$ cat config.mk
export PLATFORM = sky130hd
export DESIGN_NAME = three_key_short_long_press_detector_top
export DESIGN_NICKNAME = d
export VERILOG_FILES = /design/src/rtl/tkpd_pkg.sv /design/src/rtl/three_key_short_long_press_detector_top.sv /design/src/rtl/tkpd_cfg.sv /design/src/rtl/tkpd_in_reg.sv /design/src/rtl/tkpd_core.sv
export SDC_FILE = /design/constraint.sdc
export NUM_CORES = 1
export LEC_CHECK = 0
export BUFFER_PORTS_ARGS = -buffer_cell sky130_fd_sc_hd__buf_4
export CAP_MARGIN = 40
export CORE_ASPECT_RATIO = 0.7
export CORE_UTILIZATION = 30
export CTS_BUF_LIST = sky130_fd_sc_hd__clkbuf_2
export CTS_CLUSTER_SIZE = 30
export DETAILED_ROUTE_END_ITERATION = 16
export MAX_ROUTING_LAYER = met4
export PLACE_DENSITY = 0.44
export SETUP_SLACK_MARGIN = 0.3
export SLEW_MARGIN = 10
export SYNTH_ARGS = -nofsm -noshare
export SYNTH_HDL_FRONTEND = slang
export SYNTH_SLANG_ARGS = --single-unit
$ cat constraint.sdc
create_clock -name clk -period 5.27 [get_ports clk]
set_input_delay 0.7905 -clock clk [delete_from_list [all_inputs] [get_ports clk]]
set_output_delay 0.7905 -clock clk [all_outputs]
set_load 0.1 [all_outputs]
$ cat src/rtl/tkpd_pkg.sv
// Package for the three-key short/long press detector.
// Holds field widths, register indexes, item kind codes and the shared structs.
// No dependencies.
package tkpd_pkg;

    localparam int NUM_KEYS_DEFAULT = 3;

    localparam int KIND_W   = 2;
    localparam int KEY_W    = 2;
    localparam int EVT_W    = 3;
    localparam int TICK_W   = 32;
    localparam int THRESH_W = 16;
    localparam int MASK_W   = 3;

    localparam int CFG_IDX_W  = 2;
    localparam int CFG_DATA_W = 16;

    localparam logic [CFG_IDX_W-1:0] REG_DEBOUNCE   = 2'd0;
    localparam logic [CFG_IDX_W-1:0] REG_LONG_PRESS = 2'd1;
    localparam logic [CFG_IDX_W-1:0] REG_LEVEL_MASK = 2'd2;

    localparam logic [THRESH_W-1:0] DEBOUNCE_RESET   = 16'd5;
    localparam logic [THRESH_W-1:0] LONG_PRESS_RESET = 16'd700;
    localparam logic [MASK_W-1:0]   LEVEL_MASK_RESET = 3'd1;

    localparam logic [KIND_W-1:0] KIND_TICK = 2'd0;
    localparam logic [KIND_W-1:0] KIND_EDGE = 2'd1;
    localparam logic [KIND_W-1:0] KIND_SCAN = 2'd2;

    localparam logic [EVT_W-1:0] EVT_NONE = 3'd0;

    typedef struct packed {
        logic [THRESH_W-1:0] debounce_ticks;
        logic [THRESH_W-1:0] long_press_ticks;
        logic [MASK_W-1:0]   pressed_level_mask;
    } cfg_t;

    typedef struct packed {
        logic [KIND_W-1:0] kind;
        logic [KEY_W-1:0]  key_id;
        logic              pin_level;
    } item_t;

endpackage

$ cat src/rtl/three_key_short_long_press_detector_top.sv
// Top level of the three-key short/long press detector.
// Instantiates tkpd_cfg, tkpd_in_reg and tkpd_core; depends on tkpd_pkg.
//
// Input channel: in_valid/in_stall with kind, key_id, pin_level. A tick item
// advances the 32-bit time, an edge item updates the press start of its key
// or the pending event, a scan item returns the pending event and clears it.
// Output channel: out_valid/out_stall with event_code, one item per scan.
// Configuration: cfg_we, cfg_index, cfg_data write debounce_ticks,
// long_press_ticks and pressed_level_mask; write only while idle.
// Flow: an item is captured in the input register and updates the state when
// the core takes it; a scan result is loaded into the output register as the
// scan is taken. It takes one item per cycle unless a scan waits behind a
// stalled result; one state-update stage lies between the two registers.
// Reset clears the time, press starts, pending event and both valid flags,
// and loads the register defaults. A stalled output holds its result; ticks
// and edges keep flowing, and only a scan waits behind a stalled result.
module three_key_short_long_press_detector_top
#(
    parameter int NUM_KEYS = tkpd_pkg::NUM_KEYS_DEFAULT
)
(
    input  logic                             clk,
    input  logic                             rst_n,
    input  logic                             in_valid,
    output logic                             in_stall,
    input  logic [tkpd_pkg::KIND_W-1:0]      kind,
    input  logic [tkpd_pkg::KEY_W-1:0]       key_id,
    input  logic                             pin_level,
    output logic                             out_valid,
    input  logic                             out_stall,
    output logic [tkpd_pkg::EVT_W-1:0]       event_code,
    input  logic                             cfg_we,
    input  logic [tkpd_pkg::CFG_IDX_W-1:0]   cfg_index,
    input  logic [tkpd_pkg::CFG_DATA_W-1:0]  cfg_data
);

    tkpd_pkg::cfg_t  cfg;
    tkpd_pkg::item_t s1_item;
    logic            s1_valid;
    logic            take;

    tkpd_cfg u_cfg
    (
        .clk       (clk),
        .rst_n     (rst_n),
        .cfg_we    (cfg_we),
        .cfg_index (cfg_index),
        .cfg_data  (cfg_data),
        .cfg       (cfg)
    );

    tkpd_in_reg u_in_reg
    (
        .clk       (clk),
        .rst_n     (rst_n),
        .in_valid  (in_valid),
        .in_stall  (in_stall),
        .kind      (kind),
        .key_id    (key_id),
        .pin_level (pin_level),
        .take      (take),
        .s1_valid  (s1_valid),
        .s1_item   (s1_item)
    );

    tkpd_core #(.NUM_KEYS(NUM_KEYS)) u_core
    (
        .clk        (clk),
        .rst_n      (rst_n),
        .cfg        (cfg),
        .s1_valid   (s1_valid),
        .s1_item    (s1_item),
        .take       (take),
        .out_valid  (out_valid),
        .out_stall  (out_stall),
        .event_code (event_code)
    );

endmodule

$ cat src/rtl/tkpd_cfg.sv
// Configuration registers of the press detector.
// Depends on tkpd_pkg for register indexes, reset values and cfg_t.
module tkpd_cfg
(
    input  logic                             clk,
    input  logic                             rst_n,
    input  logic                             cfg_we,
    input  logic [tkpd_pkg::CFG_IDX_W-1:0]   cfg_index,
    input  logic [tkpd_pkg::CFG_DATA_W-1:0]  cfg_data,
    output tkpd_pkg::cfg_t                   cfg
);

    tkpd_pkg::cfg_t cfg_reg;
    tkpd_pkg::cfg_t cfg_next;

    always_comb
    begin
        cfg_next = cfg_reg;
        if (cfg_we)
        begin
            case (cfg_index)
                tkpd_pkg::REG_DEBOUNCE:
                    cfg_next.debounce_ticks = cfg_data[tkpd_pkg::THRESH_W-1:0];
                tkpd_pkg::REG_LONG_PRESS:
                    cfg_next.long_press_ticks = cfg_data[tkpd_pkg::THRESH_W-1:0];
                tkpd_pkg::REG_LEVEL_MASK:
                    cfg_next.pressed_level_mask = cfg_data[tkpd_pkg::MASK_W-1:0];
                default:
                    cfg_next = cfg_reg;
            endcase
        end
    end

    always_ff @(posedge clk or negedge rst_n)
    begin
        if (!rst_n)
        begin
            cfg_reg.debounce_ticks     <= tkpd_pkg::DEBOUNCE_RESET;
            cfg_reg.long_press_ticks   <= tkpd_pkg::LONG_PRESS_RESET;
            cfg_reg.pressed_level_mask <= tkpd_pkg::LEVEL_MASK_RESET;
        end
        else
        begin
            cfg_reg <= cfg_next;
        end
    end

    assign cfg = cfg_reg;

endmodule

$ cat src/rtl/tkpd_in_reg.sv
// Input register of the detector: captures one item per cycle unless
// the held item is not yet taken. Depends on tkpd_pkg for item_t.
module tkpd_in_reg
(
    input  logic                         clk,
    input  logic                         rst_n,
    input  logic                         in_valid,
    output logic                         in_stall,
    input  logic [tkpd_pkg::KIND_W-1:0]  kind,
    input  logic [tkpd_pkg::KEY_W-1:0]   key_id,
    input  logic                         pin_level,
    input  logic                         take,
    output logic                         s1_valid,
    output tkpd_pkg::item_t              s1_item
);

    logic            valid_reg;
    logic            valid_next;
    tkpd_pkg::item_t item_reg;
    tkpd_pkg::item_t item_next;
    logic            load;

    assign in_stall = valid_reg & ~take;
    assign load     = in_valid & ~in_stall;

    always_comb
    begin
        valid_next = in_stall ? valid_reg : in_valid;
        item_next  = item_reg;
        if (load)
        begin
            item_next.kind      = kind;
            item_next.key_id    = key_id;
            item_next.pin_level = pin_level;
        end
    end

    always_ff @(posedge clk or negedge rst_n)
    begin
        if (!rst_n)
        begin
            valid_reg <= 1'b0;
        end
        else
        begin
            valid_reg <= valid_next;
        end
    end

    always_ff @(posedge clk)
    begin
        item_reg <= item_next;
    end

    assign s1_valid = valid_reg;
    assign s1_item  = item_reg;

endmodule

$ cat src/rtl/tkpd_core.sv
// State update and result register of the press detector.
// Holds the tick counter, press start times and pending event; depends on tkpd_pkg.
module tkpd_core
#(
    parameter int NUM_KEYS = tkpd_pkg::NUM_KEYS_DEFAULT
)
(
    input  logic                        clk,
    input  logic                        rst_n,
    input  tkpd_pkg::cfg_t              cfg,
    input  logic                        s1_valid,
    input  tkpd_pkg::item_t             s1_item,
    output logic                        take,
    output logic                        out_valid,
    input  logic                        out_stall,
    output logic [tkpd_pkg::EVT_W-1:0]  event_code
);

    localparam int KEY_IDX_W = (NUM_KEYS > 1) ? $clog2(NUM_KEYS) : 1;
    localparam int KEY_EXT_W = (KEY_IDX_W > tkpd_pkg::KEY_W) ? KEY_IDX_W : tkpd_pkg::KEY_W;

    logic [tkpd_pkg::TICK_W-1:0] tick_reg;
    logic [tkpd_pkg::TICK_W-1:0] tick_next;
    logic [tkpd_pkg::TICK_W-1:0] press_start_reg  [NUM_KEYS];
    logic [tkpd_pkg::TICK_W-1:0] press_start_next [NUM_KEYS];
    logic [tkpd_pkg::EVT_W-1:0]  pending_reg;
    logic [tkpd_pkg::EVT_W-1:0]  pending_next;
    logic                        out_valid_reg;
    logic                        out_valid_next;
    logic [tkpd_pkg::EVT_W-1:0]  event_code_reg;
    logic [tkpd_pkg::EVT_W-1:0]  event_code_next;

    logic                        is_scan;
    logic [KEY_EXT_W-1:0]        key_ext;
    logic [KEY_IDX_W-1:0]        key_idx;
    logic                        key_in_range;
    logic [tkpd_pkg::MASK_W:0]   mask_ext;
    logic                        active_high;
    logic                        pressed;
    logic [tkpd_pkg::TICK_W-1:0] held;
    logic                        held_ge_debounce;
    logic                        held_ge_long;
    logic [tkpd_pkg::EVT_W-1:0]  long_code;
    logic [tkpd_pkg::EVT_W-1:0]  short_code;

    assign is_scan = (s1_item.kind == tkpd_pkg::KIND_SCAN);
    assign take    = s1_valid & (~is_scan | ~out_valid_reg | ~out_stall);

    assign key_ext      = KEY_EXT_W'(s1_item.key_id);
    assign key_idx      = key_ext[KEY_IDX_W-1:0];
    assign key_in_range = (32'(s1_item.key_id) < 32'(NUM_KEYS));
    assign mask_ext     = {1'b0, cfg.pressed_level_mask};
    assign active_high  = mask_ext[s1_item.key_id];
    assign pressed      = (s1_item.pin_level == active_high);

    assign held             = tick_reg - press_start_reg[key_idx];
    assign held_ge_debounce = (held >= tkpd_pkg::TICK_W'(cfg.debounce_ticks));
    assign held_ge_long     = (held >= tkpd_pkg::TICK_W'(cfg.long_press_ticks));
    assign long_code  = tkpd_pkg::EVT_W'(32'(NUM_KEYS) + 32'd1 + 32'(s1_item.key_id));
    assign short_code = tkpd_pkg::EVT_W'(32'(s1_item.key_id) + 32'd1);

    always_comb
    begin
        tick_next        = tick_reg;
        press_start_next = press_start_reg;
        pending_next     = pending_reg;
        event_code_next  = event_code_reg;
        out_valid_next   = out_valid_reg & out_stall;
        if (take)
        begin
            case (s1_item.kind)
                tkpd_pkg::KIND_TICK:
                begin
                    tick_next = tick_reg + 1'b1;
                end
                tkpd_pkg::KIND_EDGE:
                begin
                    if (key_in_range)
                    begin
                        if (pressed)
                        begin
                            if (held_ge_debounce)
                            begin
                                press_start_next[key_idx] = tick_reg;
                            end
                        end
                        else if (held_ge_long)
                        begin
                            pending_next = long_code;
                        end
                        else if (held_ge_debounce)
                        begin
                            pending_next = short_code;
                        end
                    end
                end
                tkpd_pkg::KIND_SCAN:
                begin
                    out_valid_next  = 1'b1;
                    event_code_next = pending_reg;
                    pending_next    = tkpd_pkg::EVT_NONE;
                end
                default:
                begin
                    tick_next = tick_reg;
                end
            endcase
        end
    end

    always_ff @(posedge clk or negedge rst_n)
    begin
        if (!rst_n)
        begin
            tick_reg      <= '0;
            pending_reg   <= tkpd_pkg::EVT_NONE;
            out_valid_reg <= 1'b0;
            for (int k = 0; k < NUM_KEYS; k++)
            begin
                press_start_reg[k] <= '0;
            end
        end
        else
        begin
            tick_reg        <= tick_next;
            pending_reg     <= pending_next;
            out_valid_reg   <= out_valid_next;
            press_start_reg <= press_start_next;
        end
    end

    always_ff @(posedge clk)
    begin
        event_code_reg <= event_code_next;
    end

    assign out_valid  = out_valid_reg;
    assign event_code = event_code_reg;

    a_scan_gives_result: assert property (@(posedge clk) disable iff (!rst_n)
        (take && is_scan) |=> out_valid_reg)
        else $error("scan item did not produce a result");

    a_scan_clears_pending: assert property (@(posedge clk) disable iff (!rst_n)
        (take && is_scan) |=> (pending_reg == tkpd_pkg::EVT_NONE))
        else $error("pending event not cleared by scan");

    a_tick_advances: assert property (@(posedge clk) disable iff (!rst_n)
        (take && s1_item.kind == tkpd_pkg::KIND_TICK)
        |=> (tick_reg == $past(tick_reg) + 1'b1))
        else $error("tick counter did not advance");

    a_no_spurious_result: assert property (@(posedge clk) disable iff (!rst_n)
        (!out_valid_reg && !(take && is_scan)) |=> !out_valid_reg)
        else $error("result appeared without a scan");

endmodule

Word-level counts from Yosys, hierarchy flattened
Cells that the tools add are included.
{"block": "word_totals", "reg_bits": 176, "inputBits": 28, "output_inout_bits": 5}
{"block": "op_classes", "add_sub_neg": 4, "n_lt_le_gt_ge": 6, "n_eq_ne": 8, "mux": 15, "n_bitwise": 12, "n_reduce_logical": 11}
{"cell": "bitwise mux 96 bit", "n": 1}
{"cell": "two-way mux 32 bit", "n": 3}
{"cell": "binary-select mux 32 bit (select 2 bit)", "n": 1}
{"cell": "demux 32 bit (select 2 bit)", "n": 1}
{"cell": "greater-or-equal comparator 32 x 16 -> 1 bit", "n": 2}
{"cell": "adder 32 x 1 -> 32 bit (second input constant)", "n": 1}
{"cell": "subtractor 32 bit", "n": 1}
{"cell": "two-way mux 3 bit", "n": 4}
{"cell": "AND reduction 2 bit", "n": 5}
{"cell": "AND reduction 5 bit", "n": 2}
{"cell": "case mux 3 bit (2 select lines)", "n": 1}
{"cell": "NOT 1 bit", "n": 5}
{"cell": "AND 1 bit", "n": 4}
{"cell": "equality test 2 x 1 -> 1 bit (second input constant)", "n": 2}
{"cell": "equality test 2 bit (second input constant)", "n": 2}
{"cell": "zero test 2 bit", "n": 2}
{"cell": "adder 2 x 1 -> 3 bit (second input constant)", "n": 1}
{"cell": "adder 3 x 2 -> 3 bit (first input constant)", "n": 1}
{"cell": "greater-or-equal comparator 3 bit (second input constant)", "n": 1}
{"cell": "less-than comparator 2 x 3 -> 1 bit (second input constant)", "n": 1}
{"cell": "less-than comparator 3 x 1 -> 1 bit (second input constant)", "n": 1}
{"cell": "two-way mux 1 bit", "n": 3}
{"cell": "inequality test 3 x 1 -> 1 bit (second input constant)", "n": 1}
{"cell": "NOT 2 -> 3 bit", "n": 1}
{"cell": "8 further kinds", "n": 9}

Longest topological paths before layout
Gate-level depths: netlist of the first run.
{"block": "depth", "word_depth": 11, "depth_mapped": 27}

Modules after synthesis
A second synthesis of the first run with hierarchy kept.
{"block": "hier_totals", "hier_cells": 983, "area_unflattened_um2": 10502.6}
{"module": "tkpd_core", "n_inst": 1, "cells_per_inst": 898, "area_per_inst_um2": 8957.3, "seq_area_each_um2": 3393.3}
{"module": "tkpd_cfg", "n_inst": 1, "cells_per_inst": 75, "area_per_inst_um2": 1337.5, "seq_area_each_um2": 887.1}
{"module": "tkpd_in_reg", "n_inst": 1, "cells_per_inst": 10, "area_per_inst_um2": 207.7, "seq_area_each_um2": 175.2}

Worst setup path before layout of the first run
Ideal clock, no wire load.
{"block": "synth_path", "path_kind": "register to register", "start": "reg u_in_reg.item_reg (netlist bit u_in_reg.s1_item[2])", "end": "reg u_core.press_start_reg[39] (netlist bit)", "setup_ns": 0.128, "t_arrival_ns": 5.232, "required_time_ns": 5.142, "path_slack_ns": -0.089, "path_stages_with_launch": 27, "n_path_buf": 3, "period_less_slack_ns": 5.359, "cell_sequence": "edfxtp_1 > clkbuf_1 > buf_1 > mux2i_1 > nor2_1 > a21oi_1 > ha_1 > and3_1 > a211oi_1 > nand2_1 > nand3_1 > nand2_1 > and2_1 > o21ai_0 > nand2b_1 > xor2_1 > ha_1 > a21o_1 > a21o_1 > a21oi_1 > a21oi_1 > a211oi_1 > nand2b_1 > nor4_2 > nor2_1 > buf_2 > mux2_1"}
{"block": "synth_via", "elab_chain_len": 7, "elab_cells_between_ends": 17}
{"element": "from (decl)", "line": "tkpd_in_reg.sv:19", "text": "tkpd_pkg::item_t item_reg;"}
{"element": "from (signal assigned)", "line": "tkpd_in_reg.sv:52", "text": "item_reg <= item_next;"}
{"element": "NOT 2 -> 3 bit (not written as such)", "line": "tkpd_core.sv:56, tkpd_core.sv:84"}
{"element": "binary-select mux 32 bit (select 2 bit)", "line": "tkpd_core.sv:56", "text": "assign held = tick_reg - press_start_reg[key_idx];"}
{"element": "two-way mux 32 bit (not written as such) (2 in a row)", "line": "tkpd_core.sv:56"}
{"element": "subtractor 32 bit", "line": "tkpd_core.sv:56"}
{"element": "greater-or-equal comparator 32 x 16 -> 1 bit", "line": "tkpd_core.sv:57", "text": "assign held_ge_debounce = (held >= tkpd_pkg::TICK_W'(cfg.debounce_ticks));"}
{"element": "AND reduction 5 bit (no line)"}
{"element": "to (signal assigned)", "line": "tkpd_core.sv:128", "text": "press_start_reg <= press_start_next;"}
{"element": "to (decl)", "line": "tkpd_core.sv:24", "text": "logic [tkpd_pkg::TICK_W-1:0] press_start_reg [NUM_KEYS];"}
Parallel ways exist; a longest one is shown, timed or not. The select of a mux whose other input is x is not followed.
A chain may end at the register's enable or synchronous reset.

Worst setup path after layout of the first run
{"block": "layout_path", "start": "reg u_in_reg.item_reg (netlist bit u_in_reg.s1_item[2])", "end": "reg u_core.press_start_reg[55] (netlist bit)"}
Same word-level chain as after synthesis.

==> metrics.md, run 1 <==
| Metric | Value |
|---|---|
| Drt initial violations | roughly 490 |
| GR met2 Demand/Resource | 0.232 |
| Final Critical Period | about 5.2 ns |
| IO Count | 33 |
| Worst setup EP type | flip-flop |
| Worst Path Required | 6.02 ns |
| R2R Setup Slk | between 0.09 and 0.1 ns |
| Final Cycle Share | 0.983 |
| Crit path max fanout | 8 |
| Routed WL | 30,600 um |
| Post-synth EDFFs | 8 |
| GR met1 Demand/Resource | 0.289 |
| Total core area | 33,800 um2 |
| Worst Reg-to-Reg Cells | 30 |
| VDD IR max | about 150 uV |
| Mapped cell area | a little over 10,000 um2 |
| FF+latch count, synth | 176 |
| Post-Syn Nets | 1,101 |
| Synth warn | 0 |
| DR vias/cell | 4.92 |
| Largest net degree at the start of global routing | 87 |
| Bufs and invs on worst path | 7 |
| Post-synth top area cell | dfrtp_1 |
| Fin. max-slew vios | 0 |
| Layout cell share with drive strength beyond 1 | 0.283 |
| Area fraction of the dominant cell type after synthesis | 0.383 |
| Crit start category | flip-flop |
| Ys async rst share | 0.955 |
| Final nets | 1,225 |
| Grt ovf | 0 |
| Post-synthesis average cell area | 10.4 um2 |
| Row count | 56 |
| Worst r2r src | u_in_reg.s1_item[2] |
| Die Wd | 224 um |
| Crit. Startpoint | u_in_reg.s1_item[2] |
| Status | finished clean |
| Clk Latency, worst-skew pair | 0.86 ns |
| H-tree depth | 4 |
| Worst reg2reg endpoint | u_core.press_start_reg[55] |
| Routed vias | 7,875 |
| Busiest grt layer | met1 |
| Seq/Total Area, Yosys | 0.429 |
| Drc violations | 0 |
| Synth top area cells | dfrtp_1 (38%), mux2_2 (9.0%), ha_1 (8.8%), mux2_1 (3.8%), a21oi_1 (3.6%) |
| Hold Path Cell Cnt | 3 |
| Main synth FF type | dfrtp_1 |
| CP max stage delay | 0.42 ns |
| Netlist cell types | between 60 and 70 |
| RSZ-0062 raised after global routing | yes |
| Initial antenna violation count | 1 |
| First-pass DRT Iterations | 5 |
| Syn-to-layout area delta | 22.5% |
| Slew HR | 0.473 |
| Worst path top cell family by delay | compound AO/OA/AOI/OAI gates |
| First-pass GRT wire length | 46,800 um |
| Final Hold Viols | 0 |
| Kind of critical path | reg -> reg |
| Inserted Clock Buffers | 17 |
| Number of flip-flops under the largest register name | 96 |
| Final hold slack | 0.106 ns |
| Root cell of the clock tree | clkbuf_2 |
| CTS Sinks | 176 |
| CTS tree | built |
| DRT antenna net count | 0 |
| Wire per inst | 19.1 um |
| Die area | between 30,000 and 40,000 um2 |
| Inst Count DP | 1,535 |
| Clock-pin slew on the worst setup and hold paths | 0.30 ns |
| Tot GR Track Use | 0.181 |
| Initial Utilization | 0.308 |
| Gpl congestion | 0.988 |
| Final Non-Filler Cells | 1,601 |
| Max Buffers Root-to-Sink | 2 |
| Cell Pwr Density | 378 nW/um2 |
| # setup viols final | 0 |
| Crit-path slowest cell | edfxtp_1 |
| Vias in the first global route | 7,747 |
| Maximum clock rate | 193 MHz |
| Worst EP arrival | 5.93 ns |
| Slew @ Worst Pin | 0.790 ns |
| Port Buffer Count | 32 |
| Hold path start | cfg_data[14] |
| Static Leak | approximately 6 nW |
| Max Cap Viol | 0 |
| Final Skew | ~0.06 ns |
| Met3 usage | 0.0303 |
| Syn Inst Count | 999 |
| Die height | 158 um |
| Hold crit path type | in -> reg |
| Fillers | about 3,500 |
| Hold endpoint | u_cfg.cfg[33] |
| Dpl hpwl | between 20,000 and 25,000 um |
==> logic make-up (layout without fill, tap and decap cells) <==
kind of cell               Yosys count  count (layout)  share of synthesized area
AOI/OAI and AO/OA                  197             197                      0.116
DFF                                176             176                      0.429
xor gates and xnor gates            51              51                     0.0430
buffers and inverters               83             220                     0.0311
and+or+nand+nor                    263             263                      0.128
adders and majority gates           74              74                     0.0898
other                                0               1                          0
muxes                              155             155                      0.164
==> Yosys cell counts, types with 7 or more instances <==
master	count
nand3_1	34
mux2i_1	37
and3_1	8
o211ai_1	9
xnor2_1	37
nor2_1	65
ha_1	73
o21ai_0	47
dfrtp_1	159
nand4_1	19
a21o_1	15
edfxtp_1	8
nand2b_1	12
nor2b_1	9
mux2_1	35
and2_1	13
clkbuf_1	25
inv_1	43
dfstp_2	9
buf_2	9
xor2_1	14
mux2_2	83
a21oi_1	75
a211oi_1	7
nand2_1	62
==> cells in the final DEF, fill, tap and decap left out, types with 6 or more instances in the layout <==
| cell type | count |
|---|---|
| and3_1 | 7 |
| dfrtp_1 | 159 |
| a21oi_2 | 6 |
| nor3_1 | 6 |
| buf_6 | 8 |
| nand3_1 | 34 |
| inv_1 | 43 |
| mux2_2 | 83 |
| a21o_1 | 15 |
| clkbuf_16 | 7 |
| xnor2_1 | 36 |
| buf_4 | 112 |
| dlygate4sd3_1 | 7 |
| nor2_1 | 57 |
| buf_12 | 8 |
| xor2_1 | 13 |
| o21ai_0 | 44 |
| dfstp_2 | 9 |
| mux2i_1 | 35 |
| a21oi_1 | 69 |
| nor2b_1 | 8 |
| mux2_4 | 25 |
| edfxtp_1 | 8 |
| nand2_1 | 62 |
| nand2b_1 | 11 |
| mux2_1 | 10 |
| ha_1 | 72 |
| nor2_4 | 6 |
| nand4_1 | 19 |
| o211ai_1 | 9 |
| clkbuf_2 | 18 |
| and2_1 | 13 |
==> per-stage QoR <==
stage	power, mW	utilization	area, um2	TNS (ns)	worst slack [ns]
finish	4.81	0.377	12700	0	0.0901
global route	5.20	0.377	12700	-10.39	-0.170
CTS	4.74	0.367	12400	0	0.221
detailed placement	3.78	0.348	11800	0	0.0206
global placement	3.77	0.347	11700	-2.83	-0.0875
floorplan	2.90	-	10400	0	0.375
==> worst max path at each step <==
| stage | end | depth (start not counted) |
|---|---|---|
| finish | u_core.press_start_reg[55] | 30 |
| global placement | u_core.press_start_reg[55] | 22 |
| floorplan | u_core.press_start_reg[39] | 26 |
| detailed placement | u_core.pending_reg[0] | 23 |
| CTS | u_core.press_start_reg[39] | 30 |
| global route | u_core.press_start_reg[39] | 30 |
==> worst reg2reg max path, delay by kind of cell (launching register included) <==
kind	cells	cell delay [ns]
xor+xnor	1	0.19
fa+ha+maj	2	0.58
buf+inv	7	1.01
compound gates	8	1.30
flops	1	0.42
mux	2	0.49
simple gates	10	1.09
==> final cells by class <==
type                       instances  area (um2)  area share
sequential                       176        4460       0.350
clock inverter                    14         183      0.0144
inverter                          43         161      0.0127
clock buffer                      18        90.1     0.00708
timing repair buffer             145        1380       0.109
tap                              464         581      0.0456
antenna                            1        2.50    0.000197
multi-input combinational        740        5870       0.461
==> timing repair <==
action / 4_1_cts / 5_1_grt
cloned: 3 / 7
setup endpoints to repair: 90 / 99
hold endpoints to repair: 88 / 0
gates resized for setup: 30 / 44
setup buffers: 11 / 5
pin swaps: 4 / 17
hold buffers: 7 / 0
==> per-layer routing <==
layer	vias up	routed length [um]
li1	3849	-
met1	3893	17800
met2	120	11500
met3	13	1050
met4	0	238
met5	-	0
==> where the power goes <==
part / switching, mW / internal [mW] / total, mW
registers: 0.0788 / 1.48 / 1.56
clock network: 0.545 / 0.277 / 0.822
logic: 1.23 / 1.21 / 2.44
(Power assumes the default switching activity.)
==> run 2, diff against run 1 <==
==> constraint.sdc (replaced) <==
create_clock -name clk -period 5.27 [get_ports clk]
set_input_delay 0.527 -clock clk [delete_from_list [all_inputs] [get_ports clk]]
set_output_delay 0.527 -clock clk [all_outputs]
set_load 0.1 [all_outputs]
==> run 2 against run 1 <==
  * Clock skew decreased by 0.0058 ns
  * Critical path depth unchanged
  * Non-clock buffer count increased by 18
  * First-iteration DRC count increased by 8.0%
  * Final area increased by 1.4%
  * Core utilization increased by 0.53 points
  * Routed wire length increased by 0.19%
  * Setup slack improved by 0.018 ns
  * Largest cell class unchanged
==> metrics.md, run 2 (synthesis gave the netlist of run 1 again) <==
| Metric | Value |
|---|---|
| Slew @ Worst Pin | 0.793 ns (was 0.790 ns) |
| Final nets | 1,243 (was 1,225) |
| CTS Sinks | 176 (unchanged) |
| Drc violations | 0 (unchanged) |
| Crit path max fanout | 8 (unchanged) |
| Worst r2r src | u_in_reg.s1_item[2] (unchanged) |
| Kind of critical path | reg -> reg (unchanged) |
| Hold crit path type | in -> reg (unchanged) |
| Static Leak | 6.21 nW (was 6.13 nW) |
| Drt initial violations | 525 (was 486) |
| Grt ovf | 0 (unchanged) |
| Fin. max-slew vios | 0 (unchanged) |
| Most common cell after layout, fill and taps aside | dfrtp_1 (unchanged) |
| Largest net degree at the start of global routing | 87 (unchanged) |
| Final Hold Viols | 0 (unchanged) |
| Max Buffers Root-to-Sink | 2 (unchanged) |
| First-pass DRT Iterations | 5 (unchanged) |
| Bufs and invs on worst path | 7 (unchanged) |
| First-pass GRT wire length | 46,900 um (was 46,800 um) |
| DRT antenna net count | 0 (unchanged) |
| Final Skew | 0.0540 ns (was 0.0598 ns) |
| Maximum clock rate | 194 MHz (was 193 MHz) |
| Crit start category | flip-flop (unchanged) |
| Die area | 35,400 um2 (unchanged) |
| CP max stage delay | 0.42 ns (about the same) |
| Final Critical Period | 5.16 ns (was 5.18 ns) |
| Max Cap Viol | 0 (unchanged) |
| Wire per inst | 18.9 um (was 19.1 um) |
| Row count | 56 (unchanged) |
| Routed WL | 30,600 um (about the same) |
| Clock-pin slew on the worst setup and hold paths | 0.28 ns (was 0.30 ns) |
| Port Buffer Count | 32 (unchanged) |
| Initial Utilization | 0.308 (unchanged) |
| Most frequent cells in the layout | dfrtp_1 (159), buf_4 (112), mux2_2 (83) (unchanged) |
| Tot GR Track Use | 0.181 (about the same) |
| Inst Count DP | 1,535 (unchanged) |
| Cell Pwr Density | 374 nW/um2 (was 378 nW/um2) |
| RSZ-0062 raised after global routing | yes (unchanged) |
| Die height | 158 um (unchanged) |
| VDD IR max | 152 uV (was 155 uV) |
| Syn-to-layout area delta | 24.2% (was 22.5%) |
| Clk Latency, worst-skew pair | 0.86 ns (about the same) |
| Worst setup EP type | flip-flop (unchanged) |
| Vias in the first global route | 7,795 (was 7,747) |
| H-tree depth | 4 (unchanged) |
| Finished Core Util | 0.382 (was 0.377) |
| Total core area | 33,800 um2 (unchanged) |
| CTS tree | built (unchanged) |
| # setup viols final | 0 (unchanged) |
| Final Non-Filler Cells | 1,619 (was 1,601) |
| Worst EP arrival | 5.92 ns (was 5.93 ns) |
| Die Wd | 224 um (unchanged) |
| Slew HR | 0.471 (was 0.473) |
| Gpl congestion | 0.988 (unchanged) |
| Routed vias | 7,932 (was 7,875) |
| Layout cell share with drive strength beyond 1 | 0.279 (was 0.283) |
| Status | finished clean (unchanged) |
| Worst path top cell family by delay | compound AO/OA/AOI/OAI gates (unchanged) |
| Crit. Startpoint | u_in_reg.s1_item[2] (unchanged) |
| Inserted Clock Buffers | 17 (unchanged) |
| Total power | 4.83 mW (was 4.81 mW) |
| Dpl hpwl | 21,500 um (unchanged) |
| Initial antenna violation count | 1 (unchanged) |
| Hold path start | cfg_we (was cfg_data[14]) |
| Number of flip-flops under the largest register name | 96 (unchanged) |
| IO Count | 33 (unchanged) |
| Root cell of the clock tree | clkbuf_2 (unchanged) |
| Crit-path slowest cell | edfxtp_1 (unchanged) |
| Final Cycle Share | 0.979 (was 0.983) |
| Worst Path Required | 6.03 ns (was 6.02 ns) |
| DR vias/cell | 4.90 (was 4.92) |
## run 2: cell types whose count changed in the layout (fill, tap and decap cells not counted)
cell / before / now
dlygate4sd3_1: 7 / 25
## run 2: metal layers
metal,global-route usage,share of wire,up-vias,wire length [um]
li1,-,-,3885,-
met1,0.289,0.58,3899,17800
met2,0.233,0.38,134,11500
met3,0.0301,0.036,14,1090
met4,0.0321,0.0083,0,255
met5,-,0,-,0
## run 2: report_power, final
| part | switching, mW | leakage, nW | total [mW] | internal, mW |
|---|---|---|---|---|
| clock network | 0.544 | 0.161 | 0.821 | 0.277 |
| logic | 1.23 | 3.73 | 2.45 | 1.22 |
| registers | 0.0793 | 2.32 | 1.56 | 1.48 |
## run 2: worst paths after layout
path	endpoint	slack, ns	depth (start not counted)
setup / recovery	u_core.press_start_reg[55]	0.11	30
hold / removal	u_cfg.cfg[1]	0.16	3
setup reg to reg	u_core.press_start_reg[55]	0.11	30
hold reg to reg	u_core.event_code[2]	0.50	0
max in group asynchronous	u_cfg.cfg[19]	4.04	3
min in group asynchronous	u_core.press_start_reg[67]	0.23	2
## run 2: area by class of cell
| type | count | area [um2] |
|---|---|---|
| tap | 464 | 581 |
| clock inverter | 14 | 183 |
| inverter | 43 | 161 |
| fill | 3469 | 20900 |
| sequential | 176 | 4460 |
| multi-input combinational | 740 | 5870 |
| antenna | 1 | 2.50 |
| clock buffer | 18 | 90.1 |
| timing repair buffer | 163 | 1560 |
## run 2: worst register-to-register path, delay by kind of cell (launching register included)
kind / cells / cell delay (ns)
AO/OA/AOI/OAI: 8 / 1.30
adder cells (fa/ha/maj): 2 / 0.58
multiplexers: 2 / 0.48
buffers and inverters: 7 / 1.00
AND/OR/NAND/NOR: 10 / 1.08
flip-flops: 1 / 0.42
XOR/XNOR: 1 / 0.19
## run 2: timing repair
action / CTS / global route
setup endpoints to repair: 90 / 99
hold endpoints to repair: 124 / 0
resized for setup: 30 / 44
buffers inserted: 11 / 5
hold buffers: 25 / 0
pin swaps: 4 / 17
gates cloned: 3 / 7
## run 2: per-stage QoR
stage | TNS, ns | area (um2) | hold slack (ns) | setup WS, ns
2_1_floorplan | 0 | 10400 | 0.231 | 0.375
3_3_place_gp | -2.83 | 11700 | 0.433 | -0.0875
3_5_place_dp | 0 | 11800 | 0.444 | 0.0206
4_1_cts | 0 | 12600 | 0.0605 | 0.221
5_1_grt | -10.39 | 12900 | 0.0970 | -0.170
6_report | 0 | 12900 | 0.158 | 0.108
==> run 3, diff against run 2 <==
--- a/config.mk
+++ b/config.mk
@@ -5,6 +5,7 @@
 export SDC_FILE = /design/constraint.sdc
 export NUM_CORES = 1
 export LEC_CHECK = 0
+export ABC_AREA = 1
 export BUFFER_PORTS_ARGS = -buffer_cell sky130_fd_sc_hd__buf_4
 export CAP_MARGIN = 40
 export CORE_ASPECT_RATIO = 0.7
==> run 3 against run 2 <==
  * First-iteration DRC count grew 24%
  * Sequential cell count is the same
  * Combinational power shrank 27%
==> metrics.md, run 3 <==
| Metric | Value |
|---|---|
| Worst Reg-to-Reg Cells | 21 (was 30) |
| Gpl congestion | 0.919 (was 0.988) |
| Crit path max fanout | 36 (was 8) |
| Worst reg2reg endpoint | u_core.press_start_reg[90] (was u_core.press_start_reg[55]) |
| H-tree depth | 4 (unchanged) |
| Main synth FF type | dfrtp_1 (unchanged) |
| Post-Syn Nets | 1,580 (was 1,101) |
| Die Wd | 231 um (was 224 um) |
| Initial antenna violation count | 2 (was 1) |
| Most frequent cells in the layout | nand2_1 (460), inv_1 (237), dfrtp_1 (159) (was dfrtp_1 (159), buf_4 (112), mux2_2 (83)) |
| Fin. max-slew vios | 0 (unchanged) |
| VDD IR max | 165 uV (was 152 uV) |
| Crit. Startpoint | u_in_reg.s1_item[1] (was u_in_reg.s1_item[2]) |
| Max Buffers Root-to-Sink | 2 (unchanged) |
| Status | finished clean (unchanged) |
| Grt ovf | 0 (unchanged) |
| Cell Pwr Density | 356 nW/um2 (was 374 nW/um2) |
| Worst Path Required | 6.04 ns (was 6.03 ns) |
| Crit start category | flip-flop (unchanged) |
| Seq/Total Area, Yosys | 0.404 (was 0.429) |
| Final nets | 1,639 (was 1,243) |
| Tot GR Track Use | 0.190 (was 0.181) |
| Layout cell share with drive strength beyond 1 | 0.0736 (was 0.279) |
| Final Non-Filler Cells | 2,032 (was 1,619) |
| Initial Utilization | 0.306 (was 0.308) |
| Post-synth top area cell | dfrtp_1 (unchanged) |
| First-pass DRT Iterations | 5 (unchanged) |
| Worst r2r src | u_in_reg.s1_item[1] (was u_in_reg.s1_item[2]) |
| CTS tree | built (unchanged) |
| Final hold slack | 0.145 ns (was 0.158 ns) |
| Dpl hpwl | 25,000 um (was 21,500 um) |
| First-pass GRT wire length | 52,200 um (was 46,900 um) |
| Slew HR | 0.447 (was 0.471) |
| Post-synthesis average cell area | 7.46 um2 (was 10.4 um2) |
| Clk Latency, worst-skew pair | 0.88 ns (was 0.86 ns) |
| Synth top area cells | dfrtp_1 (36%), nand2_1 (16%), ha_1 (8.3%), inv_1 (8.1%), o21ai_0 (6.1%) (was dfrtp_1 (38%), mux2_2 (9.0%), ha_1 (8.8%), mux2_1 (3.8%), a21oi_1 (3.6%)) |
| Wire per inst | 16.2 um (was 18.9 um) |
| Routed WL | 32,900 um (was 30,600 um) |
| Syn Inst Count | 1,478 (was 999) |
| Max Cap Viol | 0 (unchanged) |
| Die height | 162 um (was 158 um) |
| Drt initial violations | 651 (was 525) |
| Area fraction of the dominant cell type after synthesis | 0.361 (was 0.383) |
| DR vias/cell | 4.63 (was 4.90) |
| Static Leak | 6.54 nW (was 6.21 nW) |
| Final Cycle Share | 0.861 (was 0.979) |
| FF+latch count, synth | 176 (unchanged) |
| Total core area | 36,100 um2 (was 33,800 um2) |
| Count leader, synth | nand2_1 (was dfrtp_1) |
| # setup viols final | 0 (unchanged) |
| Most common cell after layout, fill and taps aside | nand2_1 (was dfrtp_1) |
| Row count | 58 (was 56) |
| Hold crit path type | in -> async (was in -> reg) |
| Final Hold Viols | 0 (unchanged) |
| Total power | 4.40 mW (was 4.83 mW) |
| CTS Sinks | 176 (unchanged) |
| Worst setup EP type | flip-flop (unchanged) |
| Final Skew | 0.0436 ns (was 0.0540 ns) |
| Number of flip-flops under the largest register name | 96 (unchanged) |
| Clock-pin slew on the worst setup and hold paths | 0.28 ns (about the same) |
| Die area | 37,500 um2 (was 35,400 um2) |
| Slew @ Worst Pin | 0.823 ns (was 0.793 ns) |
| Highest Signal Layer | met4 (unchanged) |
| Met1 Wirelength | 19,200 um (was 17,800 um) |
| Maximum clock rate | 220 MHz (was 194 MHz) |
| Netlist cell types | 39 (was 62) |
| Inst Count DP | 1,973 (was 1,535) |
| Routed vias | 9,414 (was 7,932) |
| Largest net degree at the start of global routing | 65 (was 87) |
| Kind of critical path | reg -> reg (unchanged) |
| Commonest cells post-synth | nand2_1 (460), inv_1 (238), dfrtp_1 (159), o21ai_0 (135), nor2_1 (101) (was dfrtp_1 (159), mux2_2 (83), a21oi_1 (75), ha_1 (73), nor2_1 (65)) |
| Post-synth EDFFs | 8 (unchanged) |
| Vias in the first global route | 9,010 (was 7,795) |
| Worst EP arrival | 5.31 ns (was 5.92 ns) |
| Root cell of the clock tree | clkbuf_2 (unchanged) |
| Length of routed met3 wiring | 1550 um (was 1090 um) |
| Drc violations | 0 (unchanged) |
| Post-CTS Setup Inserts | 0 (was 11) |
| DRT antenna net count | 0 (unchanged) |
| Ys async rst share | 0.955 (unchanged) |
| Syn-to-layout area delta | 12.2% (was 24.2%) |
| RSZ-0062 raised after global routing | no (was yes) |
| Synth warn | 0 (unchanged) |
| Port Buffer Count | 32 (unchanged) |
| Met2 WL post-DR | 11,900 um (was 11,500 um) |
| R2R Setup Slk | 0.73 ns (was 0.11 ns) |
| Mapped cell area | 11,000 um2 (was 10,400 um2) |
| Inserted Clock Buffers | 17 (unchanged) |
| TNS Setup | 0 ns (unchanged) |
| IO Count | 33 (unchanged) |
| Final Critical Period | 4.54 ns (was 5.16 ns) |
run 3: cell count changes in the layout (fill, tap and decap cells not counted), sizes merged, moves of 13 or more:
cell / delta
buf: -80
xnor2: -36
nand3: +15
o21ai: +126
nor3: +14
a21oi: -47
a2bb2oi: +28
mux2: -118
mux2i: -37
nor2: +39
xor2: +31
nand2: +402
inv: +201
a21o: -13
run 3: routing by layer:
metal | vias to the layer above | GRT usage
met5 | - | -
met4 | 0 | 0.0319
met3 | 14 | 0.0362
met2 | 202 | 0.239
met1 | 4411 | 0.305
li1 | 4787 | -
run 3: power breakdown:
part	total, mW	internal [mW]	switching [mW]
registers	1.77	1.60	0.171
logic	1.78	0.669	1.11
clock network	0.846	0.283	0.563
run 3: area by class of cell:
| cell class | instances | area (um2) |
|---|---|---|
| antenna | 3 | 7.51 |
| clock buffer | 17 | 85.1 |
| clock inverter | 14 | 195 |
| fill | 3918 | 23700 |
| inverter | 242 | 912 |
| multi-input combinational | 1024 | 5430 |
| sequential | 176 | 4460 |
| tap | 480 | 601 |
| timing repair buffer | 76 | 689 |
run 3: repair_timing:
action,in CTS,in global routing
resized for setup,0,3
hold buffers,25,0
endpoints found under the hold margin,97,0
setup endpoints to repair,0,60
run 3: critical path: stages, from the launching register on:
cell,delay (ns)
edfxtp_1,0.48
buf_4,0.29
or2_2,0.35
a32oi_1,0.30
inv_1,0.10
fa_1,0.46
inv_1,0.12
nand3_1,0.07
nand3_1,0.15
nand3_1,0.09
nand3_1,0.22
xor2_1,0.37
ha_1,0.22
a21oi_1,0.06
nor2_1,0.09
a211oi_1,0.06
buf_4,0.15
nand3_4,0.14
nand3_4,0.29
buf_12,0.29
nand2_1,0.06
o21ai_0,0.07
run 3: worst max-delay path by stage:
stage,to,depth (start not counted)
5_1_grt,u_core.press_start_reg[90],22
6_report,u_core.press_start_reg[90],21
4_1_cts,u_core.press_start_reg[92],22
2_1_floorplan,u_core.press_start_reg[82],20
3_5_place_dp,u_core.press_start_reg[57],21
3_3_place_gp,u_core.press_start_reg[77],21
run 3: kinds of logic (layout without fill, tap and decap cells):
logic type	Yosys count	count (layout)	synth area share
xor gates and xnor gates	46	46	0.0365
DFF	176	176	0.404
AOI/OAI and AO/OA	241	241	0.121
buffers and inverters	278	349	0.105
other	0	3	0
and+or+nand+nor	663	663	0.249
adders and majority gates	74	74	0.0846
run 3: per-stage QoR:
stage	setup slack (ns)	cell area (um2)	utilization
global route	0.344	12400	0.343
global placement	0.647	11800	0.327
detailed placement	0.721	11800	0.328
floorplan	1.57	11000	-
finish	0.733	12400	0.343
CTS	0.641	12400	0.343
